`config.mk`:
```
export PLATFORM = sky130hd
export DESIGN_NAME = periodic_compare_timer_core
export DESIGN_NICKNAME = d
export VERILOG_FILES = /design/src/hdl/pct_pkg.sv /design/src/hdl/pct_channels.sv /design/src/hdl/periodic_compare_timer_core.sv
export SDC_FILE = /design/constraint.sdc
export NUM_CORES = 1
export LEC_CHECK = 0
export CAP_MARGIN = 0
export CORE_AREA = 5 5 224 226
export DETAILED_ROUTE_END_ITERATION = 8
export DIE_AREA = 0 0 229 231
export DONT_BUFFER_PORTS = 1
export HOLD_SLACK_MARGIN = 0.1
export MAX_ROUTING_LAYER = met4
export PLACE_DENSITY_LB_ADDON = 0.25
export SLEW_MARGIN = 40
export SYNTH_ARGS = -nofsm -noshare
export SYNTH_HDL_FRONTEND = slang
export SYNTH_SLANG_ARGS = --single-unit
```
`constraint.sdc`:
```
create_clock -name clk -period 3.2 [get_ports clk]
set_clock_uncertainty 0.1 [all_clocks]
set_input_delay 0.16 -clock clk [delete_from_list [all_inputs] [get_ports clk]]
set_output_delay 0.16 -clock clk [all_outputs]
set_load 0.01 [all_outputs]
```
`src/hdl/pct_pkg.sv`:
```
// Shared types and constants for the periodic compare timer.
`timescale 1ns / 1ps

package pct_pkg;

    localparam int CHANNELS       = 7;
    localparam int COUNT_WIDTH    = 16;
    localparam int CHAN_IDX_WIDTH = 3;
    localparam int PRESCALE_WIDTH = 6;
    localparam int DIVISOR_WIDTH  = PRESCALE_WIDTH + 1;
    localparam int LOG2_WIDTH     = 2;
    localparam int EXP_WIDTH      = 3;
    localparam int CFG_IDX_WIDTH  = 1;
    localparam int CFG_DATA_WIDTH = 3;

    typedef logic [COUNT_WIDTH-1:0]    count_t;
    typedef logic [CHANNELS-1:0]       chan_mask_t;
    typedef logic [CHAN_IDX_WIDTH-1:0] chan_idx_t;

    typedef enum logic [1:0] {
        MODE_TICK     = 2'd0,
        MODE_SET      = 2'd1,
        MODE_ACTIVATE = 2'd2,
        MODE_UNUSED   = 2'd3
    } mode_t;

    typedef enum logic [CFG_IDX_WIDTH-1:0] {
        REG_INPUT_DIVIDER_LOG2 = 1'b0,
        REG_EXPANSION_DIVIDER  = 1'b1
    } cfg_reg_t;

    // Command from the counter logic to the compare channels for one item.
    typedef struct packed {
        logic      step;
        logic      set;
        logic      activate;
        chan_idx_t channel;
        count_t    period;
        count_t    base_count;
        count_t    next_count;
    } chan_cmd_t;

endpackage

```
`src/hdl/pct_channels.sv`:
```
// Compare channels: per-channel period, compare value and enable.
`timescale 1ns / 1ps

module pct_channels (
    input  logic               clk,
    input  logic               rst_n,
    input  pct_pkg::chan_cmd_t cmd,
    output pct_pkg::chan_mask_t fire
);
    import pct_pkg::*;

    count_t     compare_reg [CHANNELS];
    count_t     period_reg  [CHANNELS];
    chan_mask_t enable_reg;
    count_t     compare_next [CHANNELS];
    count_t     period_next  [CHANNELS];
    chan_mask_t enable_next;
    chan_mask_t hit;

    always_comb
    begin
        enable_next = enable_reg;
        for (int ch = 0; ch < CHANNELS; ch++)
        begin
            hit[ch]          = cmd.step && enable_reg[ch] && (compare_reg[ch] == cmd.next_count);
            compare_next[ch] = compare_reg[ch];
            period_next[ch]  = period_reg[ch];
            if (hit[ch])
            begin
                compare_next[ch] = compare_reg[ch] + period_reg[ch];
            end
            if (cmd.set && (cmd.channel == chan_idx_t'(ch)))
            begin
                enable_next[ch]  = 1'b0;
                period_next[ch]  = cmd.period;
                compare_next[ch] = cmd.base_count + cmd.period;
            end
            if (cmd.activate && (cmd.channel == chan_idx_t'(ch)))
            begin
                enable_next[ch] = 1'b1;
            end
        end
    end

    assign fire = hit;

    always_ff @(posedge clk or negedge rst_n)
    begin
        if (!rst_n)
        begin
            enable_reg <= '0;
            for (int ch = 0; ch < CHANNELS; ch++)
            begin
                compare_reg[ch] <= '1;
                period_reg[ch]  <= '1;
            end
        end
        else
        begin
            enable_reg <= enable_next;
            for (int ch = 0; ch < CHANNELS; ch++)
            begin
                compare_reg[ch] <= compare_next[ch];
                period_reg[ch]  <= period_next[ch];
            end
        end
    end

    // A channel can only fire while it is enabled and the counter steps.
    a_fire_enabled: assert property (@(posedge clk) disable iff (!rst_n)
        (fire != '0) |-> (cmd.step && ((fire & ~enable_reg) == '0)))
        else $error("channel fired while disabled or without a counter step");

    // A set-period command to channel 0 leaves that channel disabled.
    a_set_disables: assert property (@(posedge clk) disable iff (!rst_n)
        (cmd.set && (cmd.channel == chan_idx_t'(0))) |=> !enable_reg[0])
        else $error("channel 0 still enabled after set-period");

    // When channel 0 fires with no set command, its compare value moves by its period.
    a_fire_advances: assert property (@(posedge clk) disable iff (!rst_n)
        (fire[0] && !cmd.set) |=>
            (compare_reg[0] == count_t'($past(compare_reg[0]) + $past(period_reg[0]))))
        else $error("channel 0 compare did not advance after firing");

endmodule

```
`src/hdl/periodic_compare_timer_core.sv`:
```
// Top level of the periodic compare timer: prescaler, counter and output buffer.
`timescale 1ns / 1ps

// Usage:
// Items enter on the in channel (in_valid/in_ready, fields mode, channel, value):
// a raw clock tick, a set-period command or an activate command for a channel.
// Each accepted item yields exactly one result on the out channel
// (out_valid/out_ready, fields fire_mask and count), registered into the output buffer.
// The block takes one item per cycle while in_ready is high; the prescaler, the
// 16-bit counter step and all seven compares are worked out in the transfer cycle.
// A two-entry output buffer sits before the out channel, so an item is still
// accepted while one result waits; in_ready falls only when both entries are
// full, and nothing is lost or repeated while the receiver stalls.
// The configuration port (cfg_we, cfg_index, cfg_data) sets the input divider
// and the expansion divider; write it only while the block is idle.
// Reset clears the counter, prescaler, enables and dividers, loads all compare
// and period values with all ones and empties the output buffer.
module periodic_compare_timer_core (
    input  logic                               clk,
    input  logic                               rst_n,
    input  logic                               in_valid,
    output logic                               in_ready,
    input  logic [1:0]                         mode,
    input  pct_pkg::chan_idx_t                 channel,
    input  pct_pkg::count_t                    value,
    output logic                               out_valid,
    input  logic                               out_ready,
    output pct_pkg::chan_mask_t                fire_mask,
    output pct_pkg::count_t                    count,
    input  logic                               cfg_we,
    input  logic [pct_pkg::CFG_IDX_WIDTH-1:0]  cfg_index,
    input  logic [pct_pkg::CFG_DATA_WIDTH-1:0] cfg_data
);
    import pct_pkg::*;

    logic [LOG2_WIDTH-1:0]     div_log2_reg;
    logic [EXP_WIDTH-1:0]      exp_div_reg;
    logic [PRESCALE_WIDTH-1:0] prescale_reg;
    logic [PRESCALE_WIDTH-1:0] prescale_next;
    count_t                    counter_reg;
    count_t                    counter_next;

    logic                      accept;
    mode_t                     mode_in;
    logic                      in_range;
    logic [DIVISOR_WIDTH-1:0]  divisor;
    logic [DIVISOR_WIDTH-1:0]  prescale_inc;
    logic                      step;
    chan_cmd_t                 cmd;
    chan_mask_t                fire;

    logic       out_valid_reg;
    chan_mask_t out_fire_reg;
    count_t     out_count_reg;
    logic       skid_valid_reg;
    chan_mask_t skid_fire_reg;
    count_t     skid_count_reg;
    logic       pop;

    assign in_ready = !skid_valid_reg;
    assign accept   = in_valid && in_ready;
    assign mode_in  = mode_t'(mode);
    assign in_range = (channel < chan_idx_t'(CHANNELS));

    assign divisor      = DIVISOR_WIDTH'({1'b0, exp_div_reg} + 1'b1) << div_log2_reg;
    assign prescale_inc = DIVISOR_WIDTH'(prescale_reg) + 1'b1;

    always_comb
    begin
        step          = 1'b0;
        prescale_next = prescale_reg;
        counter_next  = counter_reg;
        if (accept && (mode_in == MODE_TICK))
        begin
            if (prescale_inc >= divisor)
            begin
                step          = 1'b1;
                prescale_next = '0;
                counter_next  = counter_reg + 1'b1;
            end
            else
            begin
                prescale_next = prescale_inc[PRESCALE_WIDTH-1:0];
            end
        end
    end

    always_comb
    begin
        cmd.step       = step;
        cmd.set        = accept && (mode_in == MODE_SET) && in_range;
        cmd.activate   = accept && (mode_in == MODE_ACTIVATE) && in_range;
        cmd.channel    = channel;
        cmd.period     = value - 1'b1;
        cmd.base_count = counter_reg;
        cmd.next_count = counter_reg + 1'b1;
    end

    pct_channels u_channels (
        .clk   (clk),
        .rst_n (rst_n),
        .cmd   (cmd),
        .fire  (fire)
    );

    always_ff @(posedge clk or negedge rst_n)
    begin
        if (!rst_n)
        begin
            div_log2_reg <= '0;
            exp_div_reg  <= '0;
        end
        else if (cfg_we)
        begin
            case (cfg_reg_t'(cfg_index))
                REG_INPUT_DIVIDER_LOG2: div_log2_reg <= cfg_data[LOG2_WIDTH-1:0];
                REG_EXPANSION_DIVIDER:  exp_div_reg  <= cfg_data[EXP_WIDTH-1:0];
                default:                ;
            endcase
        end
    end

    always_ff @(posedge clk or negedge rst_n)
    begin
        if (!rst_n)
        begin
            prescale_reg <= '0;
            counter_reg  <= '0;
        end
        else
        begin
            prescale_reg <= prescale_next;
            counter_reg  <= counter_next;
        end
    end

    // The skid entry only fills when the head entry is held by a stalled receiver.
    assign pop = out_valid_reg && out_ready;

    always_ff @(posedge clk or negedge rst_n)
    begin
        if (!rst_n)
        begin
            out_valid_reg  <= 1'b0;
            skid_valid_reg <= 1'b0;
        end
        else if (pop)
        begin
            if (skid_valid_reg)
            begin
                skid_valid_reg <= 1'b0;
            end
            else
            begin
                out_valid_reg <= accept;
            end
        end
        else if (accept)
        begin
            if (!out_valid_reg)
            begin
                out_valid_reg <= 1'b1;
            end
            else
            begin
                skid_valid_reg <= 1'b1;
            end
        end
    end

    always_ff @(posedge clk)
    begin
        if (pop && skid_valid_reg)
        begin
            out_fire_reg  <= skid_fire_reg;
            out_count_reg <= skid_count_reg;
        end
        else if (accept && (pop || !out_valid_reg))
        begin
            out_fire_reg  <= fire;
            out_count_reg <= counter_next;
        end
        if (accept && out_valid_reg && !pop)
        begin
            skid_fire_reg  <= fire;
            skid_count_reg <= counter_next;
        end
    end

    assign out_valid = out_valid_reg;
    assign fire_mask = out_fire_reg;
    assign count     = out_count_reg;

    a_skid_behind_head: assert property (@(posedge clk) disable iff (!rst_n)
        skid_valid_reg |-> out_valid_reg)
        else $error("skid entry full while head entry is empty");

    a_count_steps_by_one: assert property (@(posedge clk) disable iff (!rst_n)
        (counter_reg != $past(counter_reg)) |-> (counter_reg == count_t'($past(counter_reg) + 1'b1)))
        else $error("counter moved by other than one");

    a_fire_only_on_tick: assert property (@(posedge clk) disable iff (!rst_n)
        (fire != '0) |-> (accept && (mode_in == MODE_TICK)))
        else $error("fire mask set for an item that is not a tick");

    a_undivided_tick_steps: assert property (@(posedge clk) disable iff (!rst_n)
        (accept && (mode_in == MODE_TICK) && (divisor == DIVISOR_WIDTH'(1)) && !cfg_we)
            |=> (counter_reg == count_t'($past(counter_reg) + 1'b1)))
        else $error("tick with divisor one did not step the counter");

endmodule

```
Word-level counts from Yosys, hierarchy flattened
Index checks and enable logic that the tools add are counted.

Register bits after elaboration: 306. Output and inout bits: 25. Word-level logic and storage cells: 172.

$lt $le $gt $ge: 2. Bitwise logic cells: 1. Equality and inequality tests: 16. Shift-type cells: 1. Muxes and demuxes: 43. Add/sub/neg operators: 12. Reduce and logical (&&, ||, !) cells: 66.

Operators by type and width (number): 2-to-1 mux 16 bit (18); adder 16 bit (8); == test 16 bit (7); logical AND 1 bit (39); nonzero test 2 bit (17); 2-to-1 mux 1 bit (22); adder 16 x 1 -> 16 bit (second input constant) (1); subtractor 16 x 1 -> 16 bit (second input constant) (1); 2-to-1 mux 7 bit (2); == test 3 bit (second input constant) (3); AND reduction 2 bit (4); adder 6 x 1 -> 7 bit (second input constant) (1); >= comparator 7 bit (1); left shift 4 x 2 -> 7 bit (1); == test 3 x 2 -> 1 bit (second input constant) (2); 2-to-1 mux 6 bit (1); adder 3 x 1 -> 4 bit (second input constant) (1); == test 3 x 1 -> 1 bit (second input constant) (1); logical NOT 1 bit (3); logical NOT 3 bit (1); < comparator 3 bit (second input constant) (1); == test 2 x 1 -> 1 bit (second input constant) (1); == test 2 bit (second input constant) (1); logical NOT 2 bit (1); other kinds (3) (3).

Logic depth before layout (Yosys ltp)
Gate-level depths: netlist (run 1).

Depth in word-level cells: 9. Gate-level depth with buffers: 17.

By module
Synthesis (run 1) repeated with hierarchy kept, for this count alone.

Cell total of the unflattened synthesis: 2153. Area, all modules: 20025.5 um^2.

By module, submodules not included: pct_channels (cells an instance 1781, sequential area each 6060.8 um^2, area each 16129.2 um^2, instances 1); periodic_compare_timer_core (cells an instance 372, sequential area each 2107.0 um^2, area each 3896.2 um^2, instances 1).

Least setup slack after synthesis (run 1)
OpenSTA, ideal clock, no wires.

Kind: reg-to-reg. From: register counter_reg[1]. To: register u_channels.compare_reg[93] in the netlist's numbering. Stages on the path, launching flop included: 14. Data required time: 2.998 ns. Clock period less this slack: 3.506 ns. Arrival: 3.304 ns. Path slack: -0.306 ns. Path through: dfrtp_1 > ha_1 > buf_6 > nand2_2 > nor4_2 > xnor2_1 > o21ai_0 > or4_1 > or4_4 > buf_6 > buf_6 > nand2_1 > o211ai_2 > a21boi_2.

Cells in the longest elaborated chain, start to end: 4.

Ends and longest elaborated chain: start, declared (RTL line periodic_compare_timer_core.sv:40) `count_t counter_reg;`; start signal, assigned (RTL line periodic_compare_timer_core.sv:133) `counter_reg <= counter_next;`; adder 16 x 1 -> 16 bit (RTL line periodic_compare_timer_core.sv:96) `cmd.next_count = counter_reg + 1'b1;`; == test 16 bit (RTL line pct_channels.sv:25) `hit[ch] = cmd.step && enable_reg[ch] && (compare_reg[ch] == cmd.next_count);`; logical AND 1 bit (RTL line pct_channels.sv:25); nonzero test 2 bit (no line); end signal, assigned by index (RTL line pct_channels.sv:63) `compare_reg[ch] <= compare_next[ch];`; end, declared (RTL line pct_channels.sv:12) `count_t compare_reg [CHANNELS];`.

Several ways; a longest one is shown, not always the timed one. A chain may end at the register's enable or synchronous reset.

Worst setup path after layout (run 1)
From: register counter_reg[0]. To: register u_channels.compare_reg[91] in the netlist's numbering.

Same word-level chain as after synthesis.

==> results of run 1 <==
per-stage QoR:
stage               TNS [ns]  hold slack, ns
finish                -0.958          -0.810
floorplan             -0.147          -0.236
global placement       -9.15          -0.227
detailed placement    -18.83          -0.226
CTS                   -0.526          -0.832
global route           -7.47          -0.835
cell usage after synthesis, types with 9 or more instances:
cell type,number
o21ai_1,14
nand3_1,43
edfxtp_1,46
nand2_1,333
nand4_1,21
ha_1,134
a21oi_1,107
nor3_1,62
buf_6,10
nor2b_1,33
a31oi_1,51
and2_1,16
a21o_1,25
nor2_1,185
and3_1,19
o21a_1,13
o211ai_1,25
o21ai_0,208
mux2_2,13
xor2_1,59
inv_1,68
xnor3_1,26
mux2i_1,43
or3_1,26
clkbuf_1,64
dfstp_2,224
a211oi_1,17
nand2b_1,23
a22o_1,10
nor4_1,18
buf_2,11
dfrtp_1,36
xnor2_1,157
nand3b_1,9
final timing paths:
kind / from / end / slack (ns)
max: counter_reg[0]$_DFF_PN0_ / u_channels.compare_reg[91]$_DFFE_PN1P_ / -0.08
min: rst_n / prescale_reg[1]$_DFFE_PN0P_ / -0.81
max reg2reg: counter_reg[0]$_DFF_PN0_ / u_channels.compare_reg[91]$_DFFE_PN1P_ / -0.08
min reg2reg: u_channels.period_reg[98]$_DFFE_PN1P_ / u_channels.period_reg[98]$_DFFE_PN1P_ / 0.38
max in group asynchronous: rst_n / u_channels.compare_reg[110]$_DFFE_PN1P_ / 3.34
min in group clk: value[6] / u_channels.period_reg[71]$_DFFE_PN1P_ / 0.12
logic make-up after synthesis:
logic type,share of synthesized area [%]
compound gates,16.1
xor+xnor,11.9
fa+ha+maj,8.61
buf+inv,3.48
flops,38.3
mux,2.90
simple gates,18.7
critical path, cell delays in order (launching register included):
cell	delay, ns
dfrtp_2	0.45
buf_6	0.14
nand3_4	0.16
buf_4	0.20
nor3_4	0.25
xnor2_2	0.17
xnor2_1	0.09
or4_4	0.56
or4_4	0.62
mux2_4	0.34
nand2_2	0.07
o21ai_2	0.05
layout make-up:
type / instances / share of cell area (%)
clock buffers: 48 / 3.82
diodes: 9 / 0.0818
flip-flops and latches: 306 / 29.7
inverters: 68 / 0.927
well taps: 622 / 2.83
repair buffers: 369 / 12.2
clock inverters: 20 / 0.700
multi-input cells: 1838 / 49.7
power by group:
group	switching, mW	leakage [nW]	internal, mW
clock	1.80	0.609	2.58
sequential	1.32	3.24	5.83
combinational	4.43	7.90	4.01
total	7.55	11.7	12.4
per-layer routing:
metal / track usage [%] / vias up / share of wire (%)
met5: - / - / 0
li1: - / 8885 / -
met3: 6.37 / 142 / 8.6
met1: 38.2 / 9292 / 44
met2: 41.0 / 656 / 44
met4: 9.77 / 0 / 3.5
what timing repair did:
action / CTS / global route
resized for setup: 75 / 238
buffers inserted: 28 / 32
hold endpoints to repair: 437 / 260
cloned: 2 / 4
pin swaps: 40 / 116
setup endpoints to repair: 141 / 135
==> results.py, run 1 <==
metrics = {
    "finish": {
        "drive_above_1_share_pct": 31.8,
        "fin_area_sq_mm": 0.0275,
        "layout_common_cells": "nand2_1, buf_4, dfstp_2",
        "final_util_pct": 57.2,
        "multi_input_area_sq_mm": 0.0137,
        "final_cells": 3280,
        "layout_commonest_cell": "nand2_1",
        "area_growth_pct": 29.0,
        "final_nets": 2792,
        "num-fill-cells": 4086,
        "ff_latch_area_sq_mm": 0.00817,
    },
    "hold_path": {
        "holdCritPathClass": "in2async",
    },
    "setup_path": {
        "crit_required_ns": 3.59,
        "startpoint_type": "register",
        "crit_fanout": 8,
        "end_kind": "register",
        "reg2reg_depth": 11,
        "arrival_ns": 3.67,
        "crit_type": "reg2reg",
    },
    "timing": {
        "tightestPinTransition_ns": 0.708,
        "timing.final.crit_share_pct": 102,
        "whs_ns": -0.810,
        "fmax_mhz": 305,
        "setup_violations": 25,
        "setup_ws_ns": -0.0794,
        "rsz0062_at_grt": "true",
        "period_needed_ns": 3.28,
        "final-hold-violation-count": 260,
        "max_slew_margin_pct": 52.5,
        "final_max_slew_viol_count": 0,
    },
    "power_and_ir_drop": {
        "leakagePower_nw": 11.7,
        "p_total_mw": 20.0,
        "irDropWorstVdd_mv": 0.496,
        "power_density_mw_per_mm2": 725,
    },
    "floorplan": {
        "fp.dieArea_sq_mm": 0.0529,
        "die_w_um": 229,
        "core_area_sq_mm": 0.0481,
        "chipHeight_um": 231,
        "initial_core_util_pct": 44.3,
        "ioPinCount": 55,
        "std_cell_rows": 81,
    },
    "clock_tree": {
        "path_clk_slew_ns": 0.06,
        "cts_buffers": 37,
        "cts_tree": "done",
        "hold_buffers": 47,
        "worstSkewPairLatency_ns": 0.58,
        "cts.path.max_buffers": 3,
        "clockRootBuffer": "clkbuf_16",
        "h-tree-depth": 2,
        "cts_sinks": 306,
    },
    "run_status": {
        "violations": "hold timing, setup timing",
        "status": "finished with violations",
    },
    "global_route": {
        "grt_pass1_wl_mm": 110,
        "grt_overflow": 0,
        "grt_use_total_pct": 27.9,
        "grt_pass1_vias": 18300,
        "grt_max_degree": 261,
        "antenna_found_initial": 6,
    },
    "route": {
        "drc_errors": 0,
        "routed_wl_mm": 74.4,
        "drtIter0Drc": 1483,
        "routedWlPerCell_um": 22.7,
        "vias": 19000,
        "vias_per_cell": 5.79,
        "first_pass_iters": 6,
        "ant_nets": 0,
    },
    "logic_synthesis": {
        "ys_seq_area_share_pct": 38.3,
        "ys_types": 96,
        "synth_cells": 2310,
        "syn_nets": 2482,
        "ys.flop_type": "dfstp_2",
        "netlist_top_cells_area": "dfstp_2, ha_1, edfxtp_1",
        "avgSynthCellArea_sq_um": 9.23,
        "synth-edff-count": 46,
        "async_flop_share_pct": 85.0,
        "synth_area_sq_mm": 0.0213,
        "synth_top_cell_area_share_pct": 27.6,
        "yosys_register_bits": 306,
        "yosys.area.top_type": "dfstp_2",
        "yosysWarnings": 0,
    },
    "place": {
        "dpl-instance-area_sq_mm": 0.0239,
        "io_buffers": 0,
        "dp_hpwl_mm": 52.6,
        "routabilityCongestion": 0.972,
        "place_inst": 3099,
        "post-place-ws_ns": -0.246,
    },
    "run": {
        "drv_cap": 0,
    },
}
No activity file was read; power rests on OpenSTA's default activity.
==> run 2: changes to the inputs <==
--- a/config.mk
+++ b/config.mk
@@ -6,9 +6,9 @@
 export NUM_CORES = 1
 export LEC_CHECK = 0
 export CAP_MARGIN = 0
-export CORE_AREA = 5 5 224 226
+export CORE_AREA = 5 5 197 199
 export DETAILED_ROUTE_END_ITERATION = 8
-export DIE_AREA = 0 0 229 231
+export DIE_AREA = 0 0 202 204
 export DONT_BUFFER_PORTS = 1
 export HOLD_SLACK_MARGIN = 0.1
 export MAX_ROUTING_LAYER = met4
==> run 2 against run 1 <==
  * Setup slack worse by 0.018 ns
  * Sequential power rose by 0.6%
  * Design area shrank 1.9%
  * The run still ends with hold timing, setup timing left
  * Wire length grew 0.24%
  * Sequential share of layout area increased by 0.58 points
  * Clock power up 4%
  * Clock-buffer cell count unchanged
  * Power increased by 0.63%
  * Global-route usage is 8.2 points higher
  * Flip-flop and latch count stayed put
  * Critical path depth is 6 higher
  * Non-clock buffer count is 12 lower
  * Largest power group unchanged
  * Largest cell class unchanged
==> results.py, run 2 (synthesis gave the netlist of run 1 again) <==
metrics = {
    "clock_tree": {
        "clockRootBuffer": "clkbuf_16",
        "h-tree-depth": 2,
        "cts.path.max_buffers": 3,
        "worstSkewPairLatency_ns": 0.56,
        "hold_buffers": 46,
        "cts_sinks": 306,
        "cts_tree": "done",
        "path_clk_slew_ns": 0.06,
        "cts_buffers": 37,
    },
    "global_route": {
        "grt_pass1_vias": 18500,
        "grt_pass1_wl_mm": 111,
        "antenna_found_initial": 7,
        "grt_use_total_pct": 36.2,
        "grt_max_degree": 261,
        "grt_overflow": 0,
    },
    "route": {
        "first_pass_iters": 6,
        "vias": 19300,
        "routed_wl_mm": 74.6,
        "vias_per_cell": 6.22,
        "drc_errors": 0,
        "drtIter0Drc": 1988,
        "ant_nets": 0,
        "routedWlPerCell_um": 24.0,
    },
    "place": {
        "post-place-ws_ns": -0.270,
        "dp_hpwl_mm": 51.4,
        "io_buffers": 0,
        "routabilityCongestion": 1.01,
    },
    "power_and_ir_drop": {
        "sw_frac_of_total_pct": 37.6,
        "irDropWorstVdd_mv": 0.527,
        "p_sw_mw": 7.55,
        "power_frac_clock_pct": 22.6,
        "internal-power_mw": 12.5,
        "pwr-share-comb_pct": 41.6,
        "power_density_mw_per_mm2": 744,
        "leakagePower_nw": 11.6,
        "p_seq_share_pct": 35.8,
    },
    "timing": {
        "max_slew_margin_pct": 49.7,
        "fmax_mhz": 303,
        "setup_ws_ns": -0.0979,
        "tightestPinTransition_ns": 0.753,
        "whs_ns": -0.801,
        "timing.final.crit_share_pct": 103,
        "setup_violations": 34,
        "final-hold-violation-count": 260,
        "period_needed_ns": 3.30,
        "final_max_slew_viol_count": 0,
        "rsz0062_at_grt": "true",
    },
    "setup_path": {
        "reg2reg_from": "exp_div_reg[0]$_DFFE_PN0P_",
        "crit_type": "reg2reg",
        "startpoint_type": "register",
        "arrival_ns": 3.68,
        "crit_fanout": 7,
        "reg2reg_depth": 17,
        "crit_required_ns": 3.58,
        "end_kind": "register",
        "r2r_end": "u_channels.compare_reg[1]$_DFFE_PN1P_",
        "r2r_setup_slack_ns": -0.1,
    },
    "finish": {
        "drive_above_1_share_pct": 30.6,
        "area_growth_pct": 26.6,
        "final_util_pct": 72.9,
        "layout_common_cells": "nand2_1, buf_4, dfstp_2",
        "final_nets": 2780,
        "layout_commonest_cell": "nand2_1",
    },
    "run": {
        "drv_cap": 0,
    },
    "floorplan": {
        "core_area_sq_mm": 0.0370,
        "die_w_um": 202,
        "fp.dieArea_sq_mm": 0.0412,
        "ioPinCount": 55,
        "chipHeight_um": 204,
        "std_cell_rows": 71,
        "initial_core_util_pct": 57.6,
    },
    "run_status": {
        "status": "finished with violations",
        "violations": "hold timing, setup timing",
    },
    "hold_path": {
        "holdCritPathClass": "in2async",
    },
}
run 2: cell count changes in the layout (fill, tap and decap cells not counted), moves of 4 or more:
cell	previous run	this run
xnor2_2	24	19
nand2_2	38	27
nor2_4	9	4
buf_4	256	264
bufinv_16	3	7
clkinv_2	8	4
buf_12	14	9
diode_2	9	3
nand2_1	290	299
clkbuf_16	44	40
nor2_2	2	9
buf_6	40	31
run 2: metrics by stage:
| step | std cells | instance area (sq um) | TNS [ns] | power [mW] |
|---|---|---|---|---|
| after floorplan | 2310 | 21500 | -0.147 | 12.2 |
| after global placement | 2935 | 23600 | -22.27 | 14.3 |
| after detailed placement | 2935 | 23600 | -17.37 | 14.6 |
| after CTS | 3080 | 25900 | -0.0588 | 19.5 |
| after global routing | 3111 | 27000 | -9.14 | 21.2 |
| final | 3112 | 27000 | -1.05 | 20.1 |
run 2: worst max-delay path, stage by stage, from the launching register on:
cell	delay, ns
dfrtp_1	0.42
ha_4	0.18
xor2_2	0.15
mux2_4	0.29
a21oi_2	0.12
ha_1	0.25
a21o_1	0.18
a21oi_2	0.16
nand2b_1	0.07
a41o_1	0.27
nand2_4	0.16
buf_8	0.16
nor4_4	0.05
buf_4	0.16
buf_12	0.14
mux2i_1	0.16
nand2_1	0.08
nand2_1	0.11
run 2: how the worst max path moves through the flow:
stage,cells past startpoint,to,startpoint
final,17,u_channels.compare_reg[1]$_DFFE_PN1P_,exp_div_reg[0]$_DFFE_PN0P_
after global routing,16,u_channels.compare_reg[1]$_DFFE_PN1P_,counter_reg[1]$_DFF_PN0_
after CTS,14,u_channels.compare_reg[91]$_DFFE_PN1P_,exp_div_reg[0]$_DFFE_PN0P_
after detailed placement,14,u_channels.compare_reg[75]$_DFFE_PN1P_,exp_div_reg[1]$_DFFE_PN0P_
after global placement,12,u_channels.compare_reg[91]$_DFFE_PN1P_,counter_reg[0]$_DFF_PN0_
after floorplan,13,u_channels.compare_reg[93]$_DFFE_PN1P_,counter_reg[1]$_DFF_PN0_
run 2: what timing repair did:
| item | in CTS | in global routing |
|---|---|---|
| setup buffers | 32 | 24 |
| gates cloned | 1 | 5 |
| resized for setup | 62 | 203 |
| endpoints found under the setup margin | 145 | 135 |
| pin swaps | 20 | 96 |
| hold endpoints to repair | 432 | 260 |
run 2: power by group through the flow:
stage                     Sequential [mW]  Combinational, mW  Clock, mW
final                                7.19               8.36       4.54
after global routing                 7.28               9.14       4.77
after CTS                            7.11               7.79       4.60
after detailed placement             7.14               7.43          0
after global placement               7.12               7.17          0
after floorplan                      6.62               5.56          0
run 2: layout make-up:
type | instances | area [sq um]
Fill cell | 2690 | 10000
Tap cell | 474 | 593
Timing Repair Buffer | 357 | 3110
Clock buffer | 48 | 997
Sequential cell | 306 | 8170
Multi-Input combinational cell | 1838 | 13600
Antenna cell | 3 | 7.51
Clock inverter | 18 | 284
Inverter | 68 | 255
run 2: metal layers:
| layer | wire length (um) | track usage, % | vias to the layer above |
|---|---|---|---|
| li1 | - | - | 8863 |
| met1 | 31200 | 50.3 | 9401 |
| met2 | 32800 | 54.2 | 891 |
| met3 | 7500 | 5.98 | 188 |
| met4 | 3170 | 12.7 | 0 |
| met5 | 0 | - | - |
